--- config.mk ---
export PLATFORM = sky130hd
export DESIGN_NAME = hybrid_logical_clock_top
export DESIGN_NICKNAME = d
export VERILOG_FILES = /design/src/sv/hlc_pkg.sv /design/src/sv/hlc_cfg.sv /design/src/sv/hlc_update.sv /design/src/sv/hybrid_logical_clock_top.sv
export SDC_FILE = /design/constraint.sdc
export NUM_CORES = 1
export LEC_CHECK = 0
export BUFFER_PORTS_ARGS = -buffer_cell sky130_fd_sc_hd__buf_2
export CAP_MARGIN = 40
export CORE_MARGIN = 4
export CORE_UTILIZATION = 49
export CTS_BUF_LIST = sky130_fd_sc_hd__clkbuf_8
export DETAILED_ROUTE_END_ITERATION = 16
export PLACE_DENSITY = 0.7
export SETUP_SLACK_MARGIN = 0.05
export SYNTH_ARGS = -nofsm -noshare
export SYNTH_HDL_FRONTEND = slang
export SYNTH_SLANG_ARGS = --single-unit
export TNS_END_PERCENT = 10
--- constraint.sdc ---
create_clock -name clk_i -period 7.9 [get_ports clk_i]
set_clock_uncertainty 0.2 [all_clocks]
set_input_delay 1.58 -clock clk_i [delete_from_list [all_inputs] [get_ports clk_i]]
set_output_delay 1.58 -clock clk_i [all_outputs]
set_load 0.03 [all_outputs]
--- src/sv/hlc_pkg.sv ---
// Shared types and constants for the hybrid logical clock stamp unit.
// No dependencies; imported by every module of the block.
package hlc_pkg;

  localparam int unsigned StampW         = 64;
  localparam int unsigned NsecW          = 60;
  localparam int unsigned UnitsShift     = 4;   // 16 stamp units per nanosecond
  localparam int unsigned LogicalBitsDef = 18;
  localparam logic [63:0] EpsilonReset   = 64'd16000000000;

  // Operation codes carried in the input tuser.
  typedef enum logic {
    OP_LOCAL   = 1'b0,
    OP_RECEIVE = 1'b1
  } hlc_op_e;

  // Result of one update, together with the clock value that follows it.
  typedef struct packed {
    logic [StampW-1:0] stamp;
    logic [StampW-1:0] lead_offset;
    logic              sync_error;
    logic [StampW-1:0] next_clock;
  } hlc_upd_t;

endpackage

--- src/sv/hlc_cfg.sv ---
// Epsilon limit register of the hybrid logical clock unit.
// Depends on hlc_pkg; written values are rounded up to a whole physical tick.
module hlc_cfg #(
  parameter int unsigned LOGICAL_BITS = hlc_pkg::LogicalBitsDef
) (
  input  logic                      clk_i,
  input  logic                      rst_ni,
  input  logic                      cfg_we_i,
  input  logic [hlc_pkg::StampW-1:0] cfg_wdata_i,
  output logic [hlc_pkg::StampW-1:0] epsilon_o
);
  import hlc_pkg::*;

  localparam logic [StampW-1:0] LogicMask = (64'd1 << LOGICAL_BITS) - 64'd1;

  logic [StampW-1:0] eps_q, eps_d;

  // Round up, wrapping at the top of the range.
  assign eps_d = (cfg_wdata_i + LogicMask) & ~LogicMask;

  always_ff @(posedge clk_i or negedge rst_ni) begin
    if (!rst_ni) begin
      eps_q <= EpsilonReset;
    end else if (cfg_we_i) begin
      eps_q <= eps_d;
    end
  end

  assign epsilon_o = eps_q;

  a_eps_rounded: assert property (@(posedge clk_i) disable iff (!rst_ni)
    cfg_we_i |=> (eps_q & LogicMask) == '0)
    else $error("epsilon limit not a whole physical tick after a write");

endmodule

--- src/sv/hlc_update.sv ---
// Combinational stamp update: local event advance and message receive merge.
// Depends on hlc_pkg for the operation codes and the result structure.
module hlc_update #(
  parameter int unsigned LOGICAL_BITS = hlc_pkg::LogicalBitsDef
) (
  input  hlc_pkg::hlc_op_e            op_i,
  input  logic [hlc_pkg::NsecW-1:0]   phys_nsec_i,
  input  logic [hlc_pkg::StampW-1:0]  msg_stamp_i,
  input  logic [hlc_pkg::StampW-1:0]  clock_i,
  input  logic [hlc_pkg::StampW-1:0]  epsilon_i,
  output hlc_pkg::hlc_upd_t           upd_o
);
  import hlc_pkg::*;

  localparam logic [StampW-1:0] PhysMask = ~((64'd1 << LOGICAL_BITS) - 64'd1);

  logic [StampW-1:0] pt, hp, ml, clk_inc, msg_inc, max_inc, off, local_nx, merge_nx;
  logic              err;

  // Scaling by 16 is a shift; the 60-bit nanosecond value times 16 fills the 64-bit stamp exactly.
  assign pt      = {phys_nsec_i, {UnitsShift{1'b0}}} & PhysMask;
  assign hp      = clock_i & PhysMask;
  assign ml      = msg_stamp_i & PhysMask;
  assign clk_inc = clock_i + 64'd1;
  assign msg_inc = msg_stamp_i + 64'd1;
  assign max_inc = (clock_i < msg_stamp_i) ? msg_inc : clk_inc;
  assign off     = (ml > pt) ? (ml - pt) : '0;

  assign local_nx = (hp < pt) ? pt : clk_inc;

  always_comb begin
    if (hp < ml) begin
      merge_nx = (ml < pt) ? pt : msg_inc;
    end else if (hp < pt) begin
      merge_nx = pt;
    end else if (pt <= ml) begin
      merge_nx = max_inc;
    end else begin
      merge_nx = clk_inc;
    end
  end

  always_comb begin
    upd_o = '0;
    err   = 1'b0;
    case (op_i)
      OP_LOCAL: begin
        upd_o.stamp      = local_nx;
        upd_o.next_clock = local_nx;
      end
      OP_RECEIVE: begin
        err               = off > epsilon_i;
        upd_o.lead_offset = off;
        upd_o.sync_error  = err;
        upd_o.stamp       = err ? '0 : merge_nx;
        upd_o.next_clock  = err ? clock_i : merge_nx;
      end
      default: begin
        upd_o.next_clock = clock_i;
      end
    endcase
  end

endmodule

--- src/sv/hybrid_logical_clock_top.sv ---
// Hybrid logical clock stamp unit: input register, update logic, result register.
// An accepted input word passes through the input register and the result register to the master side.
// Throughput is one word per cycle while the master side accepts; the clock register is updated as each result loads.
// Reset clears the clock stamp to zero, empties both stages and loads the epsilon reset value.
// Depends on hlc_pkg, hlc_cfg and hlc_update.
module hybrid_logical_clock_top #(
  parameter int unsigned LOGICAL_BITS = hlc_pkg::LogicalBitsDef
) (
  input  logic         clk_i,
  input  logic         rst_ni,
  input  logic         cfg_we_i,
  input  logic [63:0]  cfg_wdata_i,      // epsilon_limit
  input  logic         s_axis_tvalid,
  output logic         s_axis_tready,
  input  logic [127:0] s_axis_tdata,     // phys_nsec[59:0], msg_stamp[123:60], zero pad
  input  logic         s_axis_tuser,     // operation
  output logic         m_axis_tvalid,
  input  logic         m_axis_tready,
  output logic [127:0] m_axis_tdata,     // stamp[63:0], lead_offset[127:64]
  output logic         m_axis_tuser      // sync_error
);
  import hlc_pkg::*;

  logic              in_vld_q, out_vld_q;
  hlc_op_e           in_op_q;
  logic [NsecW-1:0]  in_nsec_q;
  logic [StampW-1:0] in_msg_q;
  logic [StampW-1:0] clock_q, epsilon;
  logic [StampW-1:0] out_stamp_q, out_lead_q;
  logic              out_err_q;
  logic              in_load, out_load, out_free;
  hlc_upd_t          upd;

  hlc_cfg #(.LOGICAL_BITS(LOGICAL_BITS)) u_cfg (
    .clk_i       (clk_i),
    .rst_ni      (rst_ni),
    .cfg_we_i    (cfg_we_i),
    .cfg_wdata_i (cfg_wdata_i),
    .epsilon_o   (epsilon)
  );

  hlc_update #(.LOGICAL_BITS(LOGICAL_BITS)) u_update (
    .op_i        (in_op_q),
    .phys_nsec_i (in_nsec_q),
    .msg_stamp_i (in_msg_q),
    .clock_i     (clock_q),
    .epsilon_i   (epsilon),
    .upd_o       (upd)
  );

  assign out_free      = !out_vld_q || m_axis_tready;
  assign out_load      = in_vld_q && out_free;
  assign s_axis_tready = !in_vld_q || out_free;
  assign in_load       = s_axis_tvalid && s_axis_tready;

  always_ff @(posedge clk_i or negedge rst_ni) begin
    if (!rst_ni) begin
      in_vld_q  <= 1'b0;
      out_vld_q <= 1'b0;
      clock_q   <= '0;
    end else begin
      if (in_load) begin
        in_vld_q <= 1'b1;
      end else if (out_load) begin
        in_vld_q <= 1'b0;
      end
      if (out_load) begin
        out_vld_q <= 1'b1;
        clock_q   <= upd.next_clock;
      end else if (m_axis_tready) begin
        out_vld_q <= 1'b0;
      end
    end
  end

  always_ff @(posedge clk_i) begin
    if (in_load) begin
      in_op_q   <= hlc_op_e'(s_axis_tuser);
      in_nsec_q <= s_axis_tdata[NsecW-1:0];
      in_msg_q  <= s_axis_tdata[NsecW+StampW-1:NsecW];
    end
    if (out_load) begin
      out_stamp_q <= upd.stamp;
      out_lead_q  <= upd.lead_offset;
      out_err_q   <= upd.sync_error;
    end
  end

  assign m_axis_tvalid = out_vld_q;
  assign m_axis_tdata  = {out_lead_q, out_stamp_q};
  assign m_axis_tuser  = out_err_q;

  a_err_zero_stamp: assert property (@(posedge clk_i) disable iff (!rst_ni)
    (m_axis_tvalid && m_axis_tuser) |-> (m_axis_tdata[63:0] == '0))
    else $error("sync error word carries a non-zero stamp");

  a_err_keeps_clock: assert property (@(posedge clk_i) disable iff (!rst_ni)
    (out_load && upd.sync_error) |=> $stable(clock_q))
    else $error("clock moved on a rejected message");

  a_local_no_lead: assert property (@(posedge clk_i) disable iff (!rst_ni)
    (out_load && in_op_q == OP_LOCAL) |=> (out_lead_q == '0 && !out_err_q))
    else $error("local event produced a lead or a sync error");

  a_stamp_is_clock: assert property (@(posedge clk_i) disable iff (!rst_ni)
    (out_load && !upd.sync_error) |=> (out_stamp_q == clock_q))
    else $error("result stamp differs from the stored clock");

endmodule

==> results.cfg <==
[yosys]
yosysTopAreaCell = edfxtp_1
synth.distinct_cells = 94
synthArstFlopShare_pct = 33.7
synthTopCellsByArea = edfxtp_1 (29%), ha_1 (11%), dfrtp_1 (11%), xnor2_1 (5.6%), a21oi_1 (4.0%)
yosysTopAreaCellShare_pct = 29.1
synth_edf_count = 222
ys.flop_type = edfxtp_1
syn_avg_cell_area_sq_um = 9.47
yosysSeqAreaShare_pct = 41.5
yosysWarnings = 0
netlist_instances = 2422
synth-seq-cells = 335
synth_area_sq_um = 22900

[timing]
drv_slew = 0
tns_ns = 0
layout_min_cycle_time_ns = 6.89
tightestPinTransition_ns = 0.916
hold_slack_ns = 0.287
setup_violations = 0
rsz0062_at_grt = false
post-route-period-util_pct = 87.2
timing.fmax_mhz = 145
worst_slack_ns = 1.01
slew_headroom_pct = 39.0
finalHoldViolCount = 0

[drt]
drt-total-wl_um = 71900
route.vias.total = 19807
drt_iter0_markers = 1996
antenna_left = 0
wire_per_inst_um = 21.3
dr.pass1.iters = 8
drc = 0
via_per_inst = 5.87

[worst_setup_path]
crit_family = compound AO/OA/AOI/OAI gates
reg2reg_slack_ns = 1.01
path_buf_inv = 2
path_cells = ha_1 -> fa_1 -> nand2b_1 -> a21oi_1 -> o31ai_1 -> a21oi_2 -> a41oi_4 -> o31a_4 -> a21oi_1 -> buf_4 -> and2_1 -> ha_1 -> a21o_1 -> a21o_1 -> a221oi_1 -> o31ai_1 -> a31oi_1 -> a31oi_1 -> o211a_2 -> nor2_1 -> buf_4 -> mux2_2 -> a31o_2
worst-path-stages = 23
critPathSlowestCell = edfxtp_1
r2r_cells = 23
crit_arrival_ns = 7.24
critPathCaptureType = flop
max_stage_delay_ns = 0.49
crit_type = flop to flop
cp_max_fo = 32
critPathRequiredTime_ns = 8.25
cp-start-kind = flop

[floorplan]
die_h_um = 224
die_x_um = 224
die_area_sq_um = 50300
rows = 79
start_util_pct = 49.4
design.core.area_sq_um = 46500
top_level_ports = 329

[placement]
placed_cell_area_sq_um = 24900
finalWeightedCongestion = 0.945
dp_slack_ns = 1.24
port_buffers = 292
place_hpwl_um = 55200

[cells_and_area]
nNetsFinal = 3116
layout_commonest_cell = buf_2
drive_gt1_share_pct = 16.5
mostFrequentLayoutCells = buf_2 (292), edfxtp_1 (222), inv_1 (218), nor2_1 (218), ha_1 (203)
area_growth_pct = 14.2
postLayoutCellArea_sq_um = 26200

[worst_hold_path]
hold_path_depth = 1
hold_path_class = flop to flop

[clock_network]
cts-resized-gates = 0
cts_root_buffer = clkbuf_8
ctsHoldBuffers = 0
cts_tree = built
clock_path_buffers = 3
clkTransAtPathRegs_ns = 0.07
cts_buffers = 59
cts_sinks = 335
cts_max_level = 2
clkLatencyLatePin_ns = 0.68
cts_setup_buffers = 0

[global_route]
grtUsageTotal_pct = 27.6
grt_first_pass_wirelength_um = 109000
antenna_found_initial = 4
grt_max_degree = 95
overflow = 0
first_global_vias = 19385

[run_status]
outcome = complete, no violations

[power_and_ir_drop]
p_leak_nw = 11.5
power.density_nw_per_um2 = 266
max-vdd-ir-drop_mv = 0.192

[run]
max_cap_viol_count = 0
power by group:
| group | internal [W] | total [W] | switching (W) |
|---|---|---|---|
| sequential | 0.00224 | 0.00263 | 0.000389 |
| combinational | 0.000983 | 0.00263 | 0.00165 |
| clock | 0.000959 | 0.00172 | 0.000758 |
| total | 0.00418 | 0.00698 | 0.00280 |
per-stage QoR:
| stage | util, % | total power [W] | cells |
|---|---|---|---|
| 6_report | 56.4 | 0.00698 | 3374 |
| 5_1_grt | 56.4 | 0.00741 | 3372 |
| 4_1_cts | 56.4 | 0.00699 | 3370 |
| 3_5_place_dp | 53.7 | 0.00525 | 3260 |
| 3_3_place_gp | 53.6 | 0.00518 | 3257 |
| 2_1_floorplan | - | 0.00442 | 2439 |
metal layers:
layer	global-route usage (%)	vias to the layer above	share of wire [%]
met3	4.39	154	6.7
met4	9.78	0	3.7
li1	-	9362	-
met1	36.5	9532	42
met2	46.4	759	48
met5	0	-	0
cell families (layout without fill, tap and decap cells):
| logic type | Yosys count | count (layout) | share of synthesized area (%) |
|---|---|---|---|
| other | 1 | 22 | 0.0163 |
| adder cells (fa/ha/maj) | 204 | 204 | 11.2 |
| multiplexers | 18 | 18 | 0.867 |
| buffers and inverters | 301 | 625 | 5.51 |
| AO/OA/AOI/OAI | 554 | 554 | 15.8 |
| XOR/XNOR | 207 | 207 | 7.90 |
| flip-flops | 335 | 335 | 41.5 |
| AND/OR/NAND/NOR | 802 | 802 | 17.3 |
worst paths after layout:
kind / startpoint / end
setup / recovery: in_nsec_q[14] / clock_q[38]
setup reg to reg: in_nsec_q[14] / clock_q[38]
hold reg to reg: u_cfg.epsilon_o[15] / u_cfg.epsilon_o[15]
max in group asynchronous: rst_ni / u_cfg.epsilon_o[61]
hold / removal: u_cfg.epsilon_o[15] / u_cfg.epsilon_o[15]
min in group asynchronous: rst_ni / clock_q[59]
state kept, by name (all words and copies together) (netlist names):
name	cells
in_vld_q	1
clock_q	64
m_axis_tvalid	1
u_cfg.epsilon_o	47
in_msg_q	64
m_axis_tuser	1
in_op_q	1
in_nsec_q	46
out_stamp_q	64
out_lead_q	46
final cells by class:
| class | count | area, sq um |
|---|---|---|
| antenna | 4 | 10.0 |
| clock buffer | 66 | 908 |
| clock inverter | 44 | 337 |
| fill | 4181 | 20300 |
| inverter | 200 | 753 |
| multi-input combinational | 1803 | 12200 |
| sequential | 335 | 9510 |
| tap | 607 | 759 |
| timing repair buffer | 315 | 1690 |
synthesized netlist by cell type (6+ instances only):
cell       instances
buf_2             19
nand2_1          182
nand3_1           83
a22oi_1           18
a222oi_1          18
nor4_1            21
o31ai_1            6
xor2_1            61
o31a_1             7
a31oi_1           26
nand4_1           66
a22o_1            12
nor2_1           218
dfstp_2           12
a21oi_1          183
o22ai_1           13
o21a_1            17
o2bb2ai_1         15
nand2b_1          15
and4_1            13
nor3_1            50
o211ai_1          13
o21ai_0           85
clkbuf_1          53
a211oi_1          17
and2_1            36
buf_4             25
mux2i_1           12
or3_1             10
o21bai_1          11
or2_2              6
edfxtp_1         222
o21ai_1           27
xnor2_1          146
ha_1             203
a21o_1            29
inv_1            199
nor2b_1           17
dfrtp_1          101
and3_1            62
Note: power is estimated with default switching activity, not from simulation.
